### config.mk
export PLATFORM = sky130hd
export DESIGN_NAME = rmq_front
export DESIGN_NICKNAME = d
export VERILOG_FILES = /design/src/hw/rtl/rmq_pkg.sv /design/src/hw/rtl/rmq_front.sv
export SDC_FILE = /design/constraint.sdc
export NUM_CORES = 1
export LEC_CHECK = 0
export BUFFER_PORTS_ARGS = -buffer_cell sky130_fd_sc_hd__buf_4
export CAP_MARGIN = 15
export CORE_MARGIN = 10
export CORE_UTILIZATION = 55
export CTS_BUF_LIST = sky130_fd_sc_hd__clkbuf_8
export DETAILED_ROUTE_END_ITERATION = 16
export PLACE_DENSITY = 0.9
export SETUP_SLACK_MARGIN = 0.2
export SYNTH_ARGS = -nofsm -noshare
export SYNTH_HDL_FRONTEND = slang
export SYNTH_SLANG_ARGS = --single-unit
### constraint.sdc
create_clock -name i_clk -period 27.4 [get_ports i_clk]
set_clock_uncertainty 0.1 [all_clocks]
set_input_delay 4.11 -clock i_clk [delete_from_list [all_inputs] [get_ports i_clk]]
set_output_delay 4.11 -clock i_clk [all_outputs]
set_load 0.01 [all_outputs]
### src/hw/rtl/rmq_pkg.sv
package rmq_pkg;

    // number format
    localparam int unsigned FRAC_BITS = 16;
    localparam int unsigned FW        = 18;
    localparam int          ONE       = 1 << FRAC_BITS;

    // radicand, unsigned after clamping
    localparam int unsigned ARG_W = FW + 1;
    // sum or difference of two entries
    localparam int unsigned VW    = FW + 1;
    // root of the radicand scaled by 2^FRAC_BITS
    localparam int unsigned SW    = (ARG_W + FRAC_BITS + 1) / 2;
    // quotient bits computed by each divider lane
    localparam int unsigned QW    = FW;

    // output limits as unsigned magnitudes
    localparam logic [QW:0] POS_LIM = (QW + 1)'((1 << (FW - 1)) - 1);
    localparam logic [QW:0] NEG_LIM = (QW + 1)'(1 << (FW - 1));

    // queue between front and back
    localparam int unsigned QUEUE_DEPTH_DEF = 2;

    // pipeline depths
    localparam int unsigned SQRT_LAT  = SW;
    localparam int unsigned DIV_LAT   = QW + 2;
    localparam int unsigned TOTAL_LAT = SQRT_LAT + DIV_LAT + 3;

    // which component carries the square root
    typedef enum logic [1:0] {
        PIV_X = 2'd0,
        PIV_Y = 2'd1,
        PIV_Z = 2'd2,
        PIV_W = 2'd3
    } t_pivot;

    // classified request handed from front to back
    typedef struct packed {
        logic [ARG_W-1:0]     arg;
        t_pivot               pivot;
        logic [2:0][VW-1:0]   lane;
    } t_item;

endpackage

### src/hw/rtl/rmq_front.sv
module rmq_front import rmq_pkg::*; (
    input  logic               i_clk,
    input  logic               i_rst_n,
    input  logic               i_start,
    input  logic               i_queue_full,
    input  logic [8:0][FW-1:0] i_mat,
    output logic               o_busy,
    output logic               o_valid,
    output t_item              o_item
);

    localparam int unsigned TW = FW + 2;
    localparam int unsigned PW = FW + 3;

    logic signed [FW-1:0] m [3][3];
    logic signed [TW-1:0] trace;
    logic signed [PW-1:0] piv_arg;
    logic signed [FW-1:0] d_i;
    logic signed [FW-1:0] d_j;
    logic signed [FW-1:0] d_k;
    t_pivot               piv;
    t_item                n_item;
    logic                 r_valid;
    t_item                r_item;
    logic                 push;
    logic                 accept;

    // unpack the matrix
    always_comb begin
        for (int r = 0; r < 3; r++) begin
            for (int c = 0; c < 3; c++) begin
                m[r][c] = $signed(i_mat[r * 3 + c]);
            end
        end
    end

    // trace, pivot choice and the three quotient operands
    always_comb begin
        trace = TW'(m[0][0]) + TW'(m[1][1]) + TW'(m[2][2]);

        piv = PIV_X;
        if (m[1][1] > m[0][0]) piv = PIV_Y;
        if (m[2][2] > ((piv == PIV_Y) ? m[1][1] : m[0][0])) piv = PIV_Z;

        case (piv)
            PIV_Y: begin
                d_i = m[1][1]; d_j = m[2][2]; d_k = m[0][0];
            end
            PIV_Z: begin
                d_i = m[2][2]; d_j = m[0][0]; d_k = m[1][1];
            end
            default: begin
                d_i = m[0][0]; d_j = m[1][1]; d_k = m[2][2];
            end
        endcase
        piv_arg = PW'(d_i) - PW'(d_j) - PW'(d_k) + PW'(ONE);

        n_item = '0;
        if (trace > 0) begin
            n_item.pivot   = PIV_W;
            n_item.arg     = ARG_W'(trace + TW'(ONE));
            n_item.lane[0] = VW'(m[2][1]) - VW'(m[1][2]);
            n_item.lane[1] = VW'(m[0][2]) - VW'(m[2][0]);
            n_item.lane[2] = VW'(m[1][0]) - VW'(m[0][1]);
        end else begin
            n_item.pivot = piv;
            n_item.arg   = (piv_arg < 0) ? '0 : ARG_W'(piv_arg);
            case (piv)
                PIV_Y: begin
                    n_item.lane[0] = VW'(m[0][1]) + VW'(m[1][0]);
                    n_item.lane[1] = VW'(m[2][1]) + VW'(m[1][2]);
                    n_item.lane[2] = VW'(m[0][2]) - VW'(m[2][0]);
                end
                PIV_Z: begin
                    n_item.lane[0] = VW'(m[0][2]) + VW'(m[2][0]);
                    n_item.lane[1] = VW'(m[1][2]) + VW'(m[2][1]);
                    n_item.lane[2] = VW'(m[1][0]) - VW'(m[0][1]);
                end
                default: begin
                    n_item.lane[0] = VW'(m[1][0]) + VW'(m[0][1]);
                    n_item.lane[1] = VW'(m[2][0]) + VW'(m[0][2]);
                    n_item.lane[2] = VW'(m[2][1]) - VW'(m[1][2]);
                end
            endcase
        end
    end

    // request handshake
    assign push   = r_valid && !i_queue_full;
    assign o_busy = !i_rst_n || (r_valid && i_queue_full);
    assign accept = i_start && !o_busy;

    // classified request register
    always_ff @(posedge i_clk) begin
        if (!i_rst_n) begin
            r_valid <= 1'b0;
        end else if (accept) begin
            r_valid <= 1'b1;
        end else if (push) begin
            r_valid <= 1'b0;
        end
    end

    always_ff @(posedge i_clk) begin
        if (accept) begin
            r_item <= n_item;
        end
    end

    assign o_valid = push;
    assign o_item  = r_item;

endmodule

Yosys cells after proc, flatten, opt, wreduce, memory -nomap -nowiden

Index checks and enable logic that the tools add are counted.

Input port bits: 166
Bits in registers: 79
Output and inout port bits: 80

Reduce and logical (&&, ||, !) cells: 8
$add $sub $neg: 12
Order comparisons: 4
Mux-type cells: 11
Equality and inequality tests: 3

Operators by type and width:

| kind                     | number |
|---|---|
| $pmux W57 S2             | 1 |
| $pmux W18 S2             | 3 |
| $mux W78                 | 1 |
| $add A18 B18 Y19         | 4 |
| $sub A18 B18 Y19         | 4 |
| $gt A18 B18 Y1           | 2 |
| $add A20 B18 Y21 const B | 1 |
| $lt A21 B1 Y1 const B    | 1 |
| $add A19 B18 Y20         | 1 |
| $gt A20 B1 Y1 const B    | 1 |
| $sub A19 B18 Y20         | 1 |
| $add A19 B18 Y19 const B | 1 |
| $mux W19                 | 1 |
| $mux W18                 | 1 |
| $eq A2 B1 Y1 const B     | 2 |
| $logic_and A1 B1 Y1      | 3 |
| $logic_not A1 Y1         | 3 |
| $mux W1                  | 3 |
| $eq A2 B2 Y1 const B     | 1 |
| $mux W2                  | 1 |
| $reduce_bool A2 Y1       | 1 |
| $logic_or A1 B1 Y1       | 1 |

Logic depth before layout (Yosys ltp)

Depth after elaboration: 14
Gate-level depth with buffers: 39
Mapped depth without buffers: 34

Worst setup path before layout

Ideal clock, no wire load.

Path kind: in2reg
From: in i_mat[17] (netlist bit)
To: reg r_item (netlist bit o_item[77]), data pin
Stages on the path: 37
Library setup time: 270 ps
Arrival time: 11969 ps
Slack: 15061 ps
Path buffers: 5
Path through: inv_1 > ha_1 > and3_1 > nand4_1 > nor4_1 > a221oi_1 > o211ai_1 > mux2i_1 > clkbuf_1 > a21oi_1 > ha_1 > a21o_1 > a21o_1 > a221oi_1 > o21ai_0 > a2111o_1 > a31o_2 > clkbuf_1 > clkbuf_1 > clkbuf_1 > nor2_1 > a21oi_1 > fa_1 > ha_1 > ha_1 > fa_1 > a21o_1 > a21boi_0 > o21ai_0 > o41ai_1 > o21a_1 > o21ai_0 > nand3_1 > or3b_2 > a21o_1 > clkbuf_1 > o22ai_1

RTL lines:

| item                 | RTL line         | source |
|---|---|---|
| from (decl)          | rmq_front.sv:6   | `input logic [8:0][FW-1:0] i_mat,` |
| to (signal assigned) | rmq_front.sv:106 | `r_item <= n_item;` |
| to (decl)            | rmq_front.sv:24  | `t_item r_item;` |

==> run summary <==
GPL Wtd Cong: 0.977
HPWL Detailed: 36.0 mm
row count: 56
CP bufs+invs: 5
total power: 1.17 mW
Die X: 176 um
Final Util: 65.8%
switch share: 48.9%
CP peak stage delay: 700 ps
final setup fails: 0
Async SR Flop Fraction: 0%
Final nets: 2230
layout cells sized above 1: 16.5%
Worst Hold Class: reg2reg
final non-filler cell total: 2144
Area contributors post-synth: ha_1 19%, edfxtp_1 18%, fa_1 6.6%, a21oi_1 5.7%, xnor2_1 5.4%
f_max: 72.8 MHz
Peak VDD IR: 0.0660 mV
first-pass GRT wire length: 67.6 mm
largest net degree at the start of global routing: 89
Slew @ Worst Pin: 1110 ps
pre-CTS setup slack: 13540 ps
postcts setup bufs: 0
crit-path max FO: 88
period utilization: 50.2%
count leader, synth: ha_1
PortBufs: 245
Clk pin slew, worst setup/hold paths: 100 ps
CP Class: in2reg
TritonCTS Buffers: 9
Worst Setup End Kind: flip-flop
WL final: 43.3 mm
Setup Total Neg Slack: 0 ps
area added between synthesis and finish: 16.7%
sequential share of the synthesized area: 17.7%
Post-synth EDFFs: 78
Main synth FF type: edfxtp_1
power share of the combinational group: 74.7%
sequential share of power: 16.6%
# hold bufs at CTS: 0
grt ovf: 0
chip height: 176 um
Pwr Density: 75.0 nW/um2
required time worst endpoint: 27510 ps
vias in the first global route: 12700
worst path arrival time: 13850 ps
Yosys top cell area share: 18.7%
Final ANT Viol Nets: 0
residual DRC count: 0
CTS Buffer Depth: 2
drt wl/cell: 20.2 um
area of the mapped netlist: 13400 um2
Clk Latency, worst-skew pair: 380 ps
Post-CTS Resized: 0
#FFs+latches synth: 79
fill count: 1967
Syn Nets: 2045
drt first pass iters: 8
setup ws final: 13660 ps
Pleak: 7.29 nW
most instantiated cells after synthesis: 200 x ha_1, 151 x a21oi_1, 138 x inv_1
die area: 30900 um2
cell count after placement: 2128
final instance area: 15600 um2
vias per cell: 6.12
family with the most delay on the worst path: compound AO/OA/AOI/OAI gates
crit path time final: 13740 ps
Multi-input gate area: 10200 um2
Mapped Cells: 1635
Slowest-stage cell, CP: buf_4
final hold vios: 0
dpl cell area: 15400 um2
Reg area: 2360 um2
CTS H-tree lvls: 3
final hold slack: 441 ps
Setup crit start kind: input port
syn avg cell area: 8.17 um2
Via Count: 13100
Clock power frac: 8.8%
Synth area leader: ha_1
gr usage total: 26.8%
CTS tree: done
clock sink count: 79
status: complete, no violations
initial antenna violation count: 0
Pint: 0.597 mW
clk root buf: clkbuf_8
core area: 23700 um2
io pins: 246
n_diodes: 0
RSZ-0062 raised after global routing: false
max-slew violation count: 0
# Max-Cap Violations: 0
Synth warnings: 0
DRT iter0 DRCs: 1359
Slew headroom: 25.5%
Psw: 0.572 mW
Initial Utilization: 56.4%
Yosys cell types: 81
## placed cells by master, fill, tap and decap left out, types with 27 or more instances in the layout
cell      netlist  routed
xnor2_1        83      83
edfxtp_1       78      78
a21o_1         38      38
nor3_1         41      41
nor2b_1        29      29
a21oi_1       151     151
mux2i_1        63      62
buf_4           0     250
nand2_1       108     108
inv_1         138     138
o21ai_0       125     125
xor2_1         27      27
fa_1           44      44
o21bai_1       27      27
nor2_1        136     135
ha_1          200     200
## power groups by stage
stage	Sequential, mW	Clock [mW]	Combinational [mW]
after floorplan	0.198	0	0.600
final	0.194	0.102	0.873
after global routing	0.194	0.108	0.954
after detailed placement	0.195	0	0.846
after global placement	0.196	0	0.825
after CTS	0.193	0.102	0.855
## flip-flops by register name, summed over array words and instances, names as in the netlist
signal	flops
r_valid	1
o_item	78
## worst paths after layout
path	from	end	slack, ps	cells after the start
hold reg to reg	r_valid	r_valid	440	2
hold / removal	r_valid	r_valid	440	2
setup / recovery	i_mat[17]	o_item[77]	13660	32
setup reg to reg	r_valid	o_item[64]	25530	2
## per-layer routing
layer | routed length (um) | up-vias | GRT usage (%)
li1 | - | 6192 | -
met1 | 18000 | 6131 | 34.8
met2 | 19800 | 703 | 43.6
met3 | 4060 | 86 | 4.87
met4 | 1400 | 0 | 9.40
met5 | 0 | - | 0
## cell families (layout without fill, tap and decap cells)
| family | Yosys count | count (layout) | synth area share, % |
|---|---|---|---|
| xor gates and xnor gates | 110 | 110 | 7.21 |
| muxes | 73 | 73 | 5.62 |
| and+or+nand+nor | 441 | 441 | 15.9 |
| adders and majority gates | 244 | 244 | 25.3 |
| buffers and inverters | 215 | 405 | 6.18 |
| AOI/OAI and AO/OA | 473 | 473 | 22.1 |
| DFF | 79 | 79 | 17.7 |
## worst min-delay path, cell delays in order, from the launching register on
cell	delay, ps
dfxtp_1	330
a21oi_1	120
nor2b_1	50
## final cells by class
class,instances,share of cell area (%)
clock inverter,7,0.658
sequential,79,15.2
tap,319,2.56
multi-input combinational,1341,65.5
timing repair buffer,250,12.0
inverter,139,3.35
clock buffer,9,0.794
(Power assumes the default switching activity.)
