[config.mk]
export PLATFORM = sky130hd
export DESIGN_NAME = rmq_queue
export DESIGN_NICKNAME = d
export VERILOG_FILES = /design/src/hw/rtl/rmq_pkg.sv /design/src/hw/rtl/rmq_queue.sv
export SDC_FILE = /design/constraint.sdc
export NUM_CORES = 1
export LEC_CHECK = 0
export ABC_AREA = 0
export BUFFER_PORTS_ARGS = -buffer_cell sky130_fd_sc_hd__buf_2
export CAP_MARGIN = 10
export CORE_ASPECT_RATIO = 0.6
export CORE_MARGIN = 4
export CORE_UTILIZATION = 45
export CTS_BUF_LIST = sky130_fd_sc_hd__clkbuf_16
export DETAILED_ROUTE_END_ITERATION = 10
export PLACE_DENSITY = 0.73
export RECOVER_POWER = 50
export SKIP_CTS_REPAIR_TIMING = 1
export SLEW_MARGIN = 0
export SYNTH_ARGS = -nofsm -noshare
export SYNTH_HDL_FRONTEND = slang
export SYNTH_SLANG_ARGS = --single-unit
[constraint.sdc]
create_clock -name i_clk -period 5.3 [get_ports i_clk]
set_clock_uncertainty 0.1 [all_clocks]
set_input_delay 0.265 -clock i_clk [delete_from_list [all_inputs] [get_ports i_clk]]
set_output_delay 0.265 -clock i_clk [all_outputs]
set_load 0.005 [all_outputs]
[src/hw/rtl/rmq_pkg.sv]
package rmq_pkg;

    // number format
    localparam int unsigned FRAC_BITS = 16;
    localparam int unsigned FW        = 18;
    localparam int          ONE       = 1 << FRAC_BITS;

    // radicand, unsigned after clamping
    localparam int unsigned ARG_W = FW + 1;
    // sum or difference of two entries
    localparam int unsigned VW    = FW + 1;
    // root of the radicand scaled by 2^FRAC_BITS
    localparam int unsigned SW    = (ARG_W + FRAC_BITS + 1) / 2;
    // quotient bits computed by each divider lane
    localparam int unsigned QW    = FW;

    // output limits as unsigned magnitudes
    localparam logic [QW:0] POS_LIM = (QW + 1)'((1 << (FW - 1)) - 1);
    localparam logic [QW:0] NEG_LIM = (QW + 1)'(1 << (FW - 1));

    // queue between front and back
    localparam int unsigned QUEUE_DEPTH_DEF = 2;

    // pipeline depths
    localparam int unsigned SQRT_LAT  = SW;
    localparam int unsigned DIV_LAT   = QW + 2;
    localparam int unsigned TOTAL_LAT = SQRT_LAT + DIV_LAT + 3;

    // which component carries the square root
    typedef enum logic [1:0] {
        PIV_X = 2'd0,
        PIV_Y = 2'd1,
        PIV_Z = 2'd2,
        PIV_W = 2'd3
    } t_pivot;

    // classified request handed from front to back
    typedef struct packed {
        logic [ARG_W-1:0]     arg;
        t_pivot               pivot;
        logic [2:0][VW-1:0]   lane;
    } t_item;

endpackage

[src/hw/rtl/rmq_queue.sv]
module rmq_queue import rmq_pkg::*; #(
    parameter int unsigned DEPTH = QUEUE_DEPTH_DEF
) (
    input  logic  i_clk,
    input  logic  i_rst_n,
    input  logic  i_push,
    input  t_item i_item,
    input  logic  i_pop,
    output logic  o_full,
    output logic  o_valid,
    output t_item o_item
);

    localparam int unsigned PTR_W = $clog2(DEPTH);
    localparam int unsigned CNT_W = $clog2(DEPTH + 1);

    t_item             r_mem [DEPTH];
    logic [PTR_W-1:0]  r_wr;
    logic [PTR_W-1:0]  r_rd;
    logic [CNT_W-1:0]  r_cnt;
    logic              push_ok;
    logic              pop_ok;

    assign o_full  = (r_cnt == CNT_W'(DEPTH));
    assign o_valid = (r_cnt != '0);
    assign o_item  = r_mem[r_rd];
    assign push_ok = i_push && !o_full;
    assign pop_ok  = i_pop && o_valid;

    // pointers and fill count
    always_ff @(posedge i_clk) begin
        if (!i_rst_n) begin
            r_wr  <= '0;
            r_rd  <= '0;
            r_cnt <= '0;
        end else begin
            if (push_ok) begin
                r_wr <= (r_wr == PTR_W'(DEPTH - 1)) ? '0 : r_wr + 1'b1;
            end
            if (pop_ok) begin
                r_rd <= (r_rd == PTR_W'(DEPTH - 1)) ? '0 : r_rd + 1'b1;
            end
            r_cnt <= r_cnt + CNT_W'(push_ok) - CNT_W'(pop_ok);
        end
    end

    // storage
    always_ff @(posedge i_clk) begin
        if (push_ok) begin
            r_mem[r_wr] <= i_item;
        end
    end

endmodule

Yosys cells after proc, flatten, opt, wreduce, memory -nomap -nowiden
Memory sizes are Yosys's and may differ from the RTL's. A register that Yosys moved wholly into a read port is not among the register bits. Index checks and enable logic that the tools add are counted.

Output and inout bits: 80. Bits in latches: 0. RAM bits: 156. Memories kept: 1. Logic and storage cells: 19. Flip-flop bits (word level): 4. Bits in read-only memories: 0.

$add $sub $neg: 4. Multiply operators: 0. Bitwise logic cells: 0. Multiplexer cells: 6. Divide/modulo/power cells: 0. Eq/ne operators: 1. Shift operators: 0. Order comparisons: 0. Reductions and logical operators: 4.

Memory list: r_mem (depth 2, width 78, rd ports 1, clocked after Yosys merged registers in 1, write ports 1, RTL line rmq_queue.sv:17) `t_item r_mem [DEPTH];`.

Operator list (number): $mux 1 (6); $add 1x1->1 const B (2); $add 2x1->2 (1); $eq 2x2->1 const B (1); $logic_and 1x1->1 (2); $reduce_bool 2->1 (1); $sub 2x1->2 (1); $logic_not 1->1 (1).

Longest topological paths before layout
Gate-level depths: netlist of run 1.

Word-level depth: 5. Mapped depth: 8.

Least setup slack after synthesis of run 1
Ideal clock, no wire load.

Path kind: register to register. Start point: register r_cnt[0]. End point: memory r_mem[0][0] in the netlist's numbering (enable). Cell stages (with the launch flop): 4. Setup time: 0.515 ns. Slack: 0.851 ns. Arrival: 3.835 ns. Path buffers: 0. Cells stage by stage: dfxtp_1 > nand2b_1 > nand2_1 > nor2_1.

Cells in the longest elaborated chain, start to end: 5.

RTL lines: start, declared (RTL line rmq_queue.sv:20) `logic [CNT_W-1:0] r_cnt;`; start signal, assigned (RTL line rmq_queue.sv:43) `r_cnt <= r_cnt + CNT_W'(push_ok) - CNT_W'(pop_ok);`; $eq 2x2->1 (RTL line rmq_queue.sv:24) `assign o_full = (r_cnt == CNT_W'(DEPTH));`; $logic_not 1->1 (RTL line rmq_queue.sv:27) `assign push_ok = i_push && !o_full;`; $logic_and 1x1->1 (RTL line rmq_queue.sv:27); $mux 1 (RTL line rmq_queue.sv:49) `if (push_ok) begin`; $mux 1 (implied by the code) (RTL line rmq_queue.sv:50) `r_mem[r_wr] <= i_item;`; end, declared (RTL line rmq_queue.sv:17).

No other way between the ends.

==> results of run 1 <==
-- registers in the layout, indices dropped and copies added (netlist names), named ones only --
signal / cells
r_mem: 156
r_cnt: 2
r_rd: 1
r_wr: 1
-- stage by stage --
step | total power, uW | hold WS (ns)
finish | 3750 | 0.0249
global route | 3940 | 0.0121
CTS | 3750 | -0.0728
detailed placement | 2610 | 0.358
global placement | 2590 | 0.353
floorplan | 2280 | 0.264
-- power by group through the flow --
stage | Clock [uW] | Sequential (uW) | Combinational [uW]
3_3_place_gp | 0 | 1750 | 833
3_5_place_dp | 0 | 1770 | 847
5_1_grt | 1230 | 1760 | 952
6_report | 1130 | 1740 | 878
4_1_cts | 1160 | 1740 | 852
2_1_floorplan | 0 | 1720 | 559
-- cells in the mapped netlist --
library cell | count | area (um2)
o21a_1 | 1 | 7.51
xnor2_1 | 1 | 8.76
mux2i_1 | 1 | 10.0
xor2_1 | 1 | 8.76
edfxtp_1 | 156 | 4680
mux2_2 | 58 | 653
nand2b_1 | 2 | 12.5
buf_6 | 4 | 45.0
mux2_4 | 20 | 300
nor3_1 | 1 | 5.00
nor2_1 | 4 | 15.0
dfxtp_1 | 5 | 100
and3_1 | 1 | 6.26
or2_2 | 1 | 6.26
ha_1 | 2 | 25.0
inv_1 | 3 | 11.3
buf_2 | 5 | 25.0
and2_1 | 2 | 12.5
nand2_1 | 2 | 7.51
-- worst register-to-register path, delay by kind of cell, from the launching register on --
| kind | cells | cell delay, ns |
|---|---|---|
| buffers and inverters | 1 | 0.64 |
| flip-flops | 1 | 0.37 |
| AND/OR/NAND/NOR | 3 | 1.14 |
-- cell usage in the layout (no fill, tap or decap), drive strengths merged, types with 3 or more instances in the layout --
cell | Yosys | layout
edfxtp | 156 | 156
buf | 9 | 90
clkbuf | 0 | 90
dlygate4sd3 | 0 | 78
mux2 | 78 | 78
inv | 3 | 9
dfxtp | 5 | 5
clkinvlp | 0 | 5
nor2 | 4 | 4
clkinv | 0 | 3
-- metal layers --
layer	part of all wire [%]	routed length (um)	global-route usage, %	vias up
met5	0	0	0	-
met1	44	5130	18.2	1594
met3	7.7	892	6.66	12
met4	1.1	128	4.80	0
met2	47	5410	21.0	124
li1	-	-	-	1564
-- cells by family after synthesis --
family	count (synthesis)	synth area share [%]
buf+inv	12	1.37
compound gates	1	0.126
flops	161	80.5
xor+xnor	2	0.295
simple gates	13	1.09
mux	79	16.2
fa+ha+maj	2	0.421
-- path summary, 6_finish.rpt --
check,from,end,slack (ns),cells after the start
max reg2reg,r_cnt[0],r_mem[0][25],2.65,4
min,i_rst_n,r_cnt[0],0.02,2
min reg2reg,r_rd,r_rd,0.42,2
max,flip-flop,o_item[76],1.68,3
-- area by class of cell --
| class | count | share of cell area [%] |
|---|---|---|
| Clock buffer | 17 | 5.21 |
| Clock inverter | 15 | 1.64 |
| Inverter | 3 | 0.138 |
| Multi-Input combinational cell | 97 | 13.4 |
| Sequential cell | 161 | 58.6 |
| Tap cell | 170 | 2.60 |
| Timing Repair Buffer | 241 | 18.5 |
==> qor.txt, run 1 <==
P_sw - 977 uW
Die ar. - 15,200 um2
first-pass GRT wire length - 16.2 mm
Num CTS Buffers - 17
Max FO, Critical Path - 40
P&R area growth vs syn - 37.4%
htree depth - 4
post-route ant nets - 0
relative slew slack - -19.2%
cell count after synthesis - 270
final count of hold timing violations - 0
Rows - 32
multi-input logic area - 1090 um2
io pins - 162
initial core utilization - 46.1%
max cap viols - 1
Reg power frac - 46.3%
pre-CTS setup slack - 2.61 ns
TritonCTS clock tree - yes
sw frac - 26.0%
fin area - 8170 um2
First DRT Iteration DRCs - 124
Worst EP required - 4.93 ns
initial antenna violation count - 0
non-filler cells, final - 704
RSZ-0062 raised after global routing - no
Gate power share - 23.4%
Synth cell types - 19
fill cell count - 989
final setup fails - 0
Util after Layout - 63.4%
Final Cycle Share - 68.3%
arrival time at the worst endpoint - 3.26 ns
core box area - 12,900 um2
placer congestion estimate - 0.765
status - finished, violations left
Clk pwr share - 30.3%
Tightest Hold Check Type - in -> reg
PD cells - 459 nW/um2
CTS root buf - clkbuf_16
failing checks - max-capacitance violations, max-slew violations
CTS Buffer Depth - 2
worst path bufs/invs - 2
Leak Pwr - 0.00298 uW
crit-path cells - buf_4, mux2_2, buf_2
Clock Pin Slew Worst Setup and Hold Paths - 0.06 ns
Reg area - 4780 um2
delay-heaviest family, CP - flip-flops
Synth Register Bits - 161
Avg WL per Cell - 16.4 um
Critical-path top delay cell - dfxtp_1
via count - 3,294
pin count of the biggest net entering global routing - 79
Skew-Pair Late Insertion Delay - 0.41 ns
crit start category - flip-flop
share of layout cells above drive strength 1 - 37.6%
Synth Net Count - 354
kind of critical path - reg -> out
setup ws final - 1.68 ns
Port Buffers - 161
vias in the first global route - 3,209
gr ovfl total - 0
maximum clock frequency - 276 MHz
P_int - 2770 uW
DRC - 0
cell total after placement - 594
Max stage delay on crit path - 1.52 ns
Avg Synthesized Cell Area - 22.0 um2
Worst IR Drop VDD - 378 uV
ant diodes - 0
Worst Tran Pin Value - 1.79 ns
WL final - 11.6 mm
die width - 156 um
Die Y - 97.0 um
Syn. warnings - 0
TritonCTS Sinks - 161
DPL Wire Length - 7.20 mm
register area share after synthesis - 80.5%
placed cell areas - 6920 um2
Final TNS setup - 0 ns
router iterations before antenna repair - 4
vias per std cell - 4.68
Final Max Tran Viols - 41
Critical Path Sink Type - primary output
post-route minimum period - 3.62 ns
Layout Nets - 605
GRT Total Usage - 14.1%
synthesized area - 5940 um2
No activity file was read; power rests on OpenSTA's default activity.
==> inputs of run 2 (changes only) <==
==> constraint.sdc (replaced) <==
create_clock -name i_clk -period 3.59 [get_ports i_clk]
set_clock_uncertainty 0.1 [all_clocks]
set_input_delay 0.1795 -clock i_clk [delete_from_list [all_inputs] [get_ports i_clk]]
set_output_delay 0.1795 -clock i_clk [all_outputs]
set_load 0.005 [all_outputs]
==> qor.txt, run 2 (same netlist as run 1, synthesis figures left out) <==
Final Cycle Share - 67.3%
Largest register FFs - 156
io pins - 162
WL final - 11.7 mm
Clock Pin Slew Worst Setup and Hold Paths - 0.06 ns
commonest non-fill, non-tap cell in the layout - edfxtp_1
Rows - 32
Hold Slack - 0.0839 ns
top flop regs - r_mem x156, r_cnt x2
RSZ-0062 raised after global routing - no
Worst IR Drop VDD - 392 uV
P_sw - 1450 uW
Reg power frac - 47.2%
final count of hold timing violations - 0
router iterations before antenna repair - 4
post-route minimum period - 2.42 ns
Biggest register - r_mem
GRT Total Usage - 14.9%
First DRT Iteration DRCs - 191
Num CTS Buffers - 17
pin count of the biggest net entering global routing - 79
multi-input logic area - 1090 um2
Final TNS setup - 0 ns
vias per std cell - 4.69
crit start category - flip-flop
commonest non-fill, non-tap cells in the layout - 156 x edfxtp_1, 104 x buf_2, 79 x dlygate4sd3_1
final setup fails - 0
share of layout cells above drive strength 1 - 41.1%
PD cells - 684 nW/um2
relative slew slack - 22.4%
Tightest Hold Check Type - in -> reg
initial core utilization - 46.1%
Die Y - 97.0 um
TritonCTS Sinks - 161
Worst EP required - 3.31 ns
pre-CTS setup slack - 1.54 ns
gr ovfl total - 0
core box area - 12,900 um2
TritonCTS clock tree - yes
DRC - 0
maximum clock frequency - 414 MHz
ant diodes - 0
Leak Pwr - 0.00304 uW
kind of critical path - reg -> out
Reg area - 4790 um2
setup ws final - 1.17 ns
Max FO, Critical Path - 78
post-route ant nets - 0
arrival time at the worst endpoint - 2.14 ns
worst r2r path cells - 4
Layout Nets - 606
cell count of the worst hold path - 3
status - complete, no violations
CTS root buf - clkbuf_16
P&R area growth vs syn - 38.4%
Gate power share - 21.7%
die width - 156 um
htree depth - 4
sw frac - 25.8%
DPL Wire Length - 7.31 mm
Skew-Pair Late Insertion Delay - 0.40 ns
Final Max Tran Viols - 0
placer congestion estimate - 0.761
via count - 3,309
CTS Buffer Depth - 2
P_int - 4170 uW
Port Buffers - 161
Critical Path Sink Type - primary output
Avg WL per Cell - 16.6 um
max cap viols - 0
Clk pwr share - 31.2%
first-pass GRT wire length - 17.1 mm
initial antenna violation count - 0
Worst Tran Pin Value - 1.16 ns
vias in the first global route - 3,245
fill cell count - 929
Die ar. - 15,200 um2
## run 2: cell types whose count changed in the layout (fill, tap and decap cells not counted)
cell,previous run,this run
buf_2,88,104
buf_4,2,1
bufinv_16,1,2
clkbuf_1,72,55
clkbuf_2,1,3
clkinv_2,0,1
clkinv_4,2,1
clkinvlp_4,5,4
dfxtp_1,5,4
dfxtp_4,0,1
dlygate4sd3_1,78,79
inv_1,5,4
inv_6,3,4
## run 2: path summary, 6_finish.rpt
check,from,endpoint,slack (ns)
worst min register to register,r_rd,flip-flop,0.42
worst max-delay path,flip-flop,o_item[8],1.17
worst max register to register,r_cnt[0],r_mem[0][47],1.47
worst min-delay path,i_push,r_wr,0.08
## run 2: worst max-delay path, cell delays in order, from the launching register on
cell	delay (ns)
dfxtp_4	1.05
mux2_2	0.42
buf_2	0.13
## run 2: power groups by stage
stage          Clock (uW)  Combinational, uW  Sequential (uW)
3_3_place_gp            0               1160             2670
2_1_floorplan           0                827             2530
4_1_cts              1790               1180             2660
3_5_place_dp            0               1180             2700
6_report             1750               1220             2650
5_1_grt              1880               1330             2690
## run 2: per-layer routing
layer	vias to the layer above	GRT usage, %	wire length (um)
met5	-	0	0
met4	0	5.00	124
met3	13	5.72	943
met2	127	21.5	5410
met1	1599	20.7	5240
li1	1570	-	-
## run 2: area by class of cell
type	instances	share of cell area, %
Clock buffer	17	5.17
Clock inverter	15	1.92
Inverter	3	0.137
Multi-Input combinational cell	97	13.3
Sequential cell	161	58.2
Tap cell	170	2.59
Timing Repair Buffer	242	18.7
## run 2: through the flow
step / power [uW] / util, % / instance area [um2] / instances
6_report: 5620 / 63.8 / 8230 / 705
5_1_grt: 5910 / 63.8 / 8230 / 705
4_1_cts: 5630 / 58.2 / 7510 / 626
3_5_place_dp: 3870 / 53.7 / 6920 / 594
3_3_place_gp: 3830 / 53.7 / 6920 / 594
2_1_floorplan: 3360 / - / 5950 / 270
