===== src/hw/rtl/rmq_pkg.sv =====
package rmq_pkg;

    // number format
    localparam int unsigned FRAC_BITS = 16;
    localparam int unsigned FW        = 18;
    localparam int          ONE       = 1 << FRAC_BITS;

    // radicand, unsigned after clamping
    localparam int unsigned ARG_W = FW + 1;
    // sum or difference of two entries
    localparam int unsigned VW    = FW + 1;
    // root of the radicand scaled by 2^FRAC_BITS
    localparam int unsigned SW    = (ARG_W + FRAC_BITS + 1) / 2;
    // quotient bits computed by each divider lane
    localparam int unsigned QW    = FW;

    // output limits as unsigned magnitudes
    localparam logic [QW:0] POS_LIM = (QW + 1)'((1 << (FW - 1)) - 1);
    localparam logic [QW:0] NEG_LIM = (QW + 1)'(1 << (FW - 1));

    // queue between front and back
    localparam int unsigned QUEUE_DEPTH_DEF = 2;

    // pipeline depths
    localparam int unsigned SQRT_LAT  = SW;
    localparam int unsigned DIV_LAT   = QW + 2;
    localparam int unsigned TOTAL_LAT = SQRT_LAT + DIV_LAT + 3;

    // which component carries the square root
    typedef enum logic [1:0] {
        PIV_X = 2'd0,
        PIV_Y = 2'd1,
        PIV_Z = 2'd2,
        PIV_W = 2'd3
    } t_pivot;

    // classified request handed from front to back
    typedef struct packed {
        logic [ARG_W-1:0]     arg;
        t_pivot               pivot;
        logic [2:0][VW-1:0]   lane;
    } t_item;

endpackage


===== src/hw/rtl/rmq_div.sv =====
module rmq_div import rmq_pkg::*; (
    input  logic                 i_clk,
    input  logic                 i_rst_n,
    input  logic                 i_valid,
    input  logic signed [VW-1:0] i_v,
    input  logic [SW-1:0]        i_s,
    output logic                 o_valid,
    output logic signed [FW-1:0] o_q
);

    localparam int unsigned DW = SW + 1;
    localparam int unsigned RW = DW + 1;
    localparam int unsigned CW = SW + 3;
    localparam int unsigned NW = VW + FRAC_BITS;

    logic [VW-1:0]  mag;
    logic [NW-1:0]  num;

    // prepared operands
    logic           r_p_valid;
    logic           r_p_neg;
    logic           r_p_zero;
    logic           r_p_ovf;
    logic [DW-1:0]  r_p_d;
    logic [RW-1:0]  r_p_rem;
    logic [QW-1:0]  r_p_lo;

    // quotient stages
    logic           r_valid [QW];
    logic           r_neg   [QW];
    logic           r_zero  [QW];
    logic           r_ovf   [QW];
    logic [DW-1:0]  r_d     [QW];
    logic [RW-1:0]  r_rem   [QW];
    logic [QW-1:0]  r_lo    [QW];
    logic [QW-1:0]  r_qb    [QW];

    logic           c_valid [QW];
    logic           c_neg   [QW];
    logic           c_zero  [QW];
    logic           c_ovf   [QW];
    logic [DW-1:0]  c_d     [QW];
    logic [RW-1:0]  c_rem   [QW];
    logic [QW-1:0]  c_lo    [QW];
    logic [QW-1:0]  c_qb    [QW];

    logic [RW:0]    rem_sh  [QW];
    logic           ge      [QW];
    logic [RW-1:0]  n_rem   [QW];

    logic [QW:0]    qmag;
    logic [FW-1:0]  n_q;
    logic           r_o_valid;
    logic [FW-1:0]  r_o_q;

    // magnitude, overflow test and scaled numerator
    assign mag = i_v[VW-1] ? VW'(-i_v) : VW'(i_v);
    assign num = {mag, {FRAC_BITS{1'b0}}};

    always_ff @(posedge i_clk) begin
        if (!i_rst_n) begin
            r_p_valid <= 1'b0;
        end else begin
            r_p_valid <= i_valid;
        end
    end

    always_ff @(posedge i_clk) begin
        r_p_neg  <= i_v[VW-1];
        r_p_zero <= (i_s == '0);
        r_p_ovf  <= (CW'(mag) >= CW'({i_s, 3'b000}));
        r_p_d    <= {i_s, 1'b0};
        r_p_rem  <= RW'(num[NW-1:QW]);
        r_p_lo   <= num[QW-1:0];
    end

    // stage inputs
    always_comb begin
        c_valid[0] = r_p_valid;
        c_neg[0]   = r_p_neg;
        c_zero[0]  = r_p_zero;
        c_ovf[0]   = r_p_ovf;
        c_d[0]     = r_p_d;
        c_rem[0]   = r_p_rem;
        c_lo[0]    = r_p_lo;
        c_qb[0]    = '0;
        for (int t = 1; t < QW; t++) begin
            c_valid[t] = r_valid[t-1];
            c_neg[t]   = r_neg[t-1];
            c_zero[t]  = r_zero[t-1];
            c_ovf[t]   = r_ovf[t-1];
            c_d[t]     = r_d[t-1];
            c_rem[t]   = r_rem[t-1];
            c_lo[t]    = r_lo[t-1];
            c_qb[t]    = r_qb[t-1];
        end
    end

    // one quotient bit per stage
    always_comb begin
        for (int t = 0; t < QW; t++) begin
            rem_sh[t] = {c_rem[t], c_lo[t][QW-1]};
            ge[t]     = (rem_sh[t] >= (RW + 1)'(c_d[t]));
            n_rem[t]  = ge[t] ? RW'(rem_sh[t] - (RW + 1)'(c_d[t])) : RW'(rem_sh[t]);
        end
    end

    always_ff @(posedge i_clk) begin
        if (!i_rst_n) begin
            for (int t = 0; t < QW; t++) r_valid[t] <= 1'b0;
        end else begin
            for (int t = 0; t < QW; t++) r_valid[t] <= c_valid[t];
        end
    end

    always_ff @(posedge i_clk) begin
        for (int t = 0; t < QW; t++) begin
            r_neg[t]  <= c_neg[t];
            r_zero[t] <= c_zero[t];
            r_ovf[t]  <= c_ovf[t];
            r_d[t]    <= c_d[t];
            r_rem[t]  <= n_rem[t];
            r_lo[t]   <= {c_lo[t][QW-2:0], 1'b0};
            r_qb[t]   <= {c_qb[t][QW-2:0], ge[t]};
        end
    end

    // sign and saturation
    always_comb begin
        qmag = r_ovf[QW-1] ? NEG_LIM << 1 : {1'b0, r_qb[QW-1]};
        if (r_zero[QW-1]) begin
            n_q = '0;
        end else if (!r_neg[QW-1]) begin
            n_q = (qmag > POS_LIM) ? FW'(POS_LIM) : FW'(qmag);
        end else begin
            n_q = (qmag > NEG_LIM) ? FW'(NEG_LIM) : FW'(~qmag + 1'b1);
        end
    end

    always_ff @(posedge i_clk) begin
        if (!i_rst_n) begin
            r_o_valid <= 1'b0;
        end else begin
            r_o_valid <= r_valid[QW-1];
        end
    end

    always_ff @(posedge i_clk) begin
        r_o_q <= n_q;
    end

    assign o_valid = r_o_valid;
    assign o_q     = $signed(r_o_q);

endmodule


===== config.mk =====
export PLATFORM = sky130hd
export DESIGN_NAME = rmq_div
export DESIGN_NICKNAME = d
export VERILOG_FILES = /design/src/hw/rtl/rmq_pkg.sv /design/src/hw/rtl/rmq_div.sv
export SDC_FILE = /design/constraint.sdc
export NUM_CORES = 1
export LEC_CHECK = 0
export BUFFER_PORTS_ARGS = -buffer_cell sky130_fd_sc_hd__buf_2
export CAP_MARGIN = 10
export CORE_MARGIN = 2
export CORE_UTILIZATION = 30
export CTS_CLUSTER_SIZE = 30
export DETAILED_ROUTE_END_ITERATION = 8
export SLEW_MARGIN = 5
export SYNTH_ARGS = -nofsm -noshare
export SYNTH_HDL_FRONTEND = slang
export SYNTH_SLANG_ARGS = --single-unit

===== constraint.sdc =====
create_clock -name i_clk -period 3.7 [get_ports i_clk]
set_input_delay 0.37 -clock i_clk [delete_from_list [all_inputs] [get_ports i_clk]]
set_output_delay 0.37 -clock i_clk [all_outputs]
set_load 0.02 [all_outputs]

# --- After elaboration in Yosys (flattened, before gate mapping) ---
# Memory sizes are Yosys's and may differ from the RTL's. A register that Yosys moved wholly into a read port is not among the register bits.
# Index checks and enable logic that the tools add are counted.
classes:
  n_addsub: 20
  magnitude_cmp: 21
  n_mux: 43
  bitwise: 19
  reduce_logical: 2
op_table:
  columns: ["cell", "count"]
  rows:
  - ["$mux 20", 18]
  - ["$ge 21x19->1", 17]
  - ["$sub 20x19->20", 17]
  - ["$mux 18", 3]
  - ["$mux 19", 2]
  - ["$ge 19x21->1", 1]
  - ["$mux 1", 20]
  - ["$sub 18x19->20", 1]
  - ["$ge 18x19->1", 1]
  - ["$gt 19x17->1 const B", 1]
  - ["$gt 19x18->1 const B", 1]
  - ["$neg 19->19", 1]
  - ["$add 18x1->18 const B", 1]
  - ["$logic_not 18->1", 1]
  - ["$not 18->18", 1]
  - ["$or 1x1->1", 18]
  - ["$logic_not 1->1", 1]
totals:
  regBits: 59
  ram_bits: 1404
  in_bits: 40
  output_inout_bits: 19
  wordCells: 121
  n_memories: 8
mem_list:
  columns: ["memory", "depth", "word_bits", "rd", "rd_ports_with_merged_regs", "write_ports", "line", "text"]
  rows:
  - ["r_rem", 18, 20, 17, 0, 18, "rmq_div.sv:34", "logic [RW-1:0] r_rem [QW];"]
  - ["r_d", 18, 19, 17, 0, 18, "rmq_div.sv:33", "logic [DW-1:0] r_d [QW];"]
  - ["r_qb", 18, 18, 18, 0, 18, "rmq_div.sv:36", "logic [QW-1:0] r_qb [QW];"]
  - ["r_lo", 18, 17, 17, 0, 18, "rmq_div.sv:35", "logic [QW-1:0] r_lo [QW];"]
  - ["r_neg", 18, 1, 18, 0, 18, "rmq_div.sv:30", "logic r_neg [QW];"]
  - ["r_ovf", 18, 1, 18, 0, 18, "rmq_div.sv:32", "logic r_ovf [QW];"]
  - ["+2 memories", null, null, null, null, null, null, null]

# --- Depth between registers and ports, before layout ---
# An unclocked memory read counts as a cell.
depth:
  depth_word: 6
  ltp_mapped: 13
  mapped_depth_nobuf: 13

# --- Worst setup path before layout ---
# Ideal clock, no wire load.
synth_path:
  path_kind: "input to register"
  from: "input i_v[6]"
  to: "register r_p_ovf"
  setup_ns: 0.115
  t_arrival_ns: 2.960
  required_ns: 3.585
  path_slack_ns: 0.625
  cell_stages: 12
  path_buffers: 0
  cell_sequence: "nor4_1 nand2b_1 or3_1 o31ai_1 xnor2_1 ha_1 and4_1 nand4_1 or4_1 a31oi_1 o31ai_1 a2111oi_0"
synth_between:
  elab_chain_cells: 3
synth_lines:
  columns: ["item", "line", "text"]
  rows:
  - ["start: declaration", "rmq_div.sv:5", "input logic signed [VW-1:0] i_v,"]
  - ["$neg 19->19", "rmq_div.sv:57", "assign mag = i_v[VW-1] ? VW'(-i_v) : VW'(i_v);"]
  - ["$mux 19", "rmq_div.sv:57", null]
  - ["via mag[12]", "rmq_div.sv:16", "logic [VW-1:0] mag;"]
  - ["$ge 19x21->1", "rmq_div.sv:71", "r_p_ovf <= (CW'(mag) >= CW'({i_s, 3'b000}));"]
  - ["end signal: assignment", "rmq_div.sv:71", null]
  - ["end: declaration", "rmq_div.sv:23", "logic r_p_ovf;"]
# The timed path passes the listed nets, and every way through them passes these cells.
# A chain may end at the register's enable or synchronous reset.

# --- Worst setup path after layout ---
layout_path:
  from: "input i_v[0]"
  to: "register r_p_ovf"
# Same word-level chain as after synthesis.

==> metrics.md <==
| Metric | Value |
|---|---|
| Outcome | `finished clean` |
| Syn_nets | `4767` |
| Register area share after synthesis | `0.4557` |
| Cell Pwr Density | `~930 nW/um^2` |
| R2R Setup Slk | `0.60 ns` |
| Required time of the critical path | `4.27 ns` |
| R2r worst-path depth | `8` |
| Final WL | `89110 microns` |
| Crit path kind | `input pin to flip-flop` |
| Comb pwr share | `0.435` |
| Initial antenna violation count | `1` |
| Post-route ant nets | `0` |
| Ys Warns | `0` |
| Dominant synthesized flop cell | `dfxtp_1` |
| Peak Freq | `about 0.3 GHz` |
| Count of cell types in the netlist | `100` |
| Met2 GRT Util | `0.2340` |
| Port bufs | `58` |
| Worst Tran Pin Value | `1.091 ns` |
| Clock network power share | `0.234` |
| Vias in the first global route | `29760` |
| Worst hold path depth | `2` |
| CTS clk-pin slew, worst paths | `0.06 ns` |
| First-pass GRT wire length | `146500 microns` |
| Die Wd | `374.0 microns` |
| Final design utilization | `0.3491` |
| Post-DP Area | `43490 sq um` |
| CTS max path bufs | `3` |
| Synthesis-to-finish area growth | `15.27%` |
| Mapped Cells | `approximately 4400` |
| Worst-path fanout max | `3` |
| Pre-Repair DR Iteration Count | `5` |
| Seq pwr share | `0.331` |
| Core Box Area | `135600 sq um` |
| Final HPWL from detailed placement | `69000 microns` |
| Fin crit period | `3.355 ns` |
| DIE AREA | `139900 sq um` |
| Smallest setup slack after layout | `0.3453 ns` |
| TritonCTS buffer count | `96` |
| GRT overflow | `0` |
| Clk sink count | `935` |
| EDFF count, synth | `0` |
| Final hold violation count | `0` |
| Leakage | `0.02117 uW` |
| Total track usage | `0.1254` |
| Postcts setup bufs | `0` |
| GRT Max-Usage Layer | `met2` |
| Commonest non-fill, non-tap cells in the layout | `935 x dfxtp_1, 447 x inv_1, 341 x ha_1` |
| Initial Util | `0.3028` |
| DRT iter0 DRCs | `1708` |
| Largest net degree at the start of global routing | `35` |
| Worst slack, placed | `0.1035 ns` |
| P_sw | `between 15000 and 20000 uW` |
| Root Driver | `clkbuf_16` |
| Unrepaired setup endpoints after global routing | `false` |
| Most common cell after layout, fill and taps aside | `dfxtp_1` |
| Final worst-path cycle share | `0.9067` |
| CTS tree | `yes` |
| Boundary pin count | `59` |
| Ys async rst share | `0` |
| Worst Hold Class | `input pin to flip-flop` |
| Fin area | `47350 sq um` |
| Mapped cell area | `41080 sq um` |
| Setup violations, final | `0` |
| # H-tree levels | `3` |
| GR Util met1 | `0.1387` |
| Hold WS | `0.05568 ns` |
| Slew HR | `0.2725` |
| Die height | `around 370 microns` |
| Vias post-DR | `30110` |
| Total Neg Setup Slack | `0 ns` |
| CP Capture Type | `flip-flop` |
| Worst-Skew Late Latency | `0.70 ns` |
| Max-slew violations | `0` |
| Total Nets Final | `4899` |
| Routed length per placed instance | `about 14 microns` |
| Hold Crit Start | `i_rst_n` |
| GPL Wtd Cong | `0.9005` |
| Std cell rows | `~140` |
| Max Cap Violations | `0` |
| Diode count | `0` |
| Synth Area per Inst | `9.402 sq um` |
| Drt via density | `4.734` |
| IR drop worst, VDD | `0.0004106 V` |
| Post-synthesis register bit count | `935` |
| CP arrival | `3.93 ns` |
| Worst clock skew | `between 0.02 and 0.025 ns` |
| Number of fill cells | `~14000` |
| RR Endpoint | `r_rem[12][5]` |
| Share of layout cells above drive strength 1 | `0.08867` |
| Residual DRC count | `0` |
| M3 GR Usage | `0.02239` |
| Hold Crit Endpoint | `o_valid` |
| Worst setup SP type | `input pin` |
| Pint | `27950 uW` |
| Sw Share | `0.3682` |
| R2r startpoint | `r_d[11][5]` |
==> metrics by stage <==
stage	total power, uW	instances
after detailed placement	33940	6147
after CTS	44570	6360
after floorplan	29370	4369
after global routing	47670	6360
final	44240	6360
after global placement	33690	6147
==> critical path, stage by stage <==
cell and delay [ns]:
dlygate4sd3_1 0.53, buf_2 0.13, inv_1 0.07, ha_1 0.19, nand2_1 0.11, or3_1 0.41
o31ai_1 0.25, xnor2_1 0.13, ha_1 0.30, and4_1 0.22, nand4_1 0.09, or4_1 0.43
a31oi_1 0.28, o31ai_1 0.10, a2111oi_1 0.33
==> synth_stat cells (6+ instances only) <==
cell type	n	area share
a21oi_1	280	0.034
o2111ai_1	11	0.0023
o22ai_1	6	0.00091
o21a_1	62	0.011
dfxtp_1	935	0.46
or3_1	25	0.0038
xor2_1	90	0.019
a211oi_1	44	0.0080
nand2b_1	38	0.0058
a2111o_1	8	0.0022
o211ai_1	22	0.0040
buf_2	22	0.0027
o31a_1	25	0.0053
mux2i_1	22	0.0054
a21o_1	123	0.022
and3_1	39	0.0059
inv_1	447	0.041
nand3_1	80	0.0097
a21boi_0	14	0.0026
nor2b_1	56	0.0085
xnor2_1	123	0.026
o21ai_0	283	0.034
a211o_1	6	0.0013
nor3_1	72	0.0088
o31ai_1	49	0.0090
and2_1	40	0.0061
nand2_1	308	0.028
a2111oi_0	7	0.0015
fa_1	17	0.0083
nand4_1	45	0.0069
a221oi_1	6	0.0013
o21bai_1	18	0.0033
mux2_2	86	0.024
nand3b_1	12	0.0022
mux2_1	16	0.0044
a31oi_1	44	0.0067
clkbuf_1	66	0.0060
o41ai_1	9	0.0019
ha_1	341	0.10
nor4_1	24	0.0037
a31o_2	9	0.0019
a311oi_1	10	0.0021
o21ai_1	13	0.0016
nor2_1	284	0.026
or2_2	21	0.0032
==> cells by family (layout without fill, tap and decap cells) <==
family	Yosys count	after routing	synth area share
compound gates	1113	1113	0.1745
xor+xnor	213	213	0.04542
fa+ha+maj	358	358	0.1122
buf+inv	545	755	0.05120
flops	935	935	0.4557
mux	129	129	0.03515
simple gates	1076	1076	0.1259
==> area by class of cell <==
type,count,area (sq um),area share
well taps,1781,2228,0.04706
clock buffers,133,2743,0.05792
repair buffers,129,928.4,0.01961
clock inverters,43,742.0,0.01567
flip-flops and latches,935,18720,0.3953
inverters,450,1689,0.03567
multi-input cells,2889,20300,0.4287
==> worst max-delay path by stage <==
stage / slack [ns] / endpoint / startpoint / cells after the start
after floorplan: 0.63 / r_p_ovf / i_v[6] / 12
after global placement: 0.09 / r_p_ovf / i_v[6] / 13
after detailed placement: 0.10 / r_p_ovf / i_v[6] / 13
after CTS: 0.31 / r_p_ovf / i_v[6] / 14
after global routing: 0.07 / r_p_ovf / i_v[0] / 15
final: 0.35 / r_p_ovf / i_v[0] / 15
==> per-layer routing <==
metal	vias up	share of wire
li1	15480	-
met1	13830	0.42
met2	582	0.51
met3	219	0.034
met4	0	0.039
met5	-	0
==> registers in the layout (all words and copies together), names as in the netlist <==
register / cells
r_ovf: 18
r_neg: 18
r_valid: 18
r_p_ovf: 1
o_valid: 1
r_p_lo: 2
r_p_zero: 1
r_qb: 171
o_q: 18
r_p_valid: 1
r_zero: 18
r_p_d: 18
r_lo: 1
r_p_neg: 1
r_p_rem: 17
r_d: 306
r_rem: 325
==> power groups by stage <==
stage	registers [uW]	logic, uW	clock network [uW]
final	14600	19200	10400
after global routing	15000	21600	11100
after CTS	14700	19200	10700
after detailed placement	14900	19000	0
after global placement	14900	18800	0
after floorplan	14300	15100	0
==> repair_timing <==
action | CTS | global route
endpoints found under the setup margin | 0 | 1
endpoints found under the hold margin | 39 | 0
resized for setup | 0 | 2
hold buffers | 37 | 0
(Power assumes the default switching activity.)
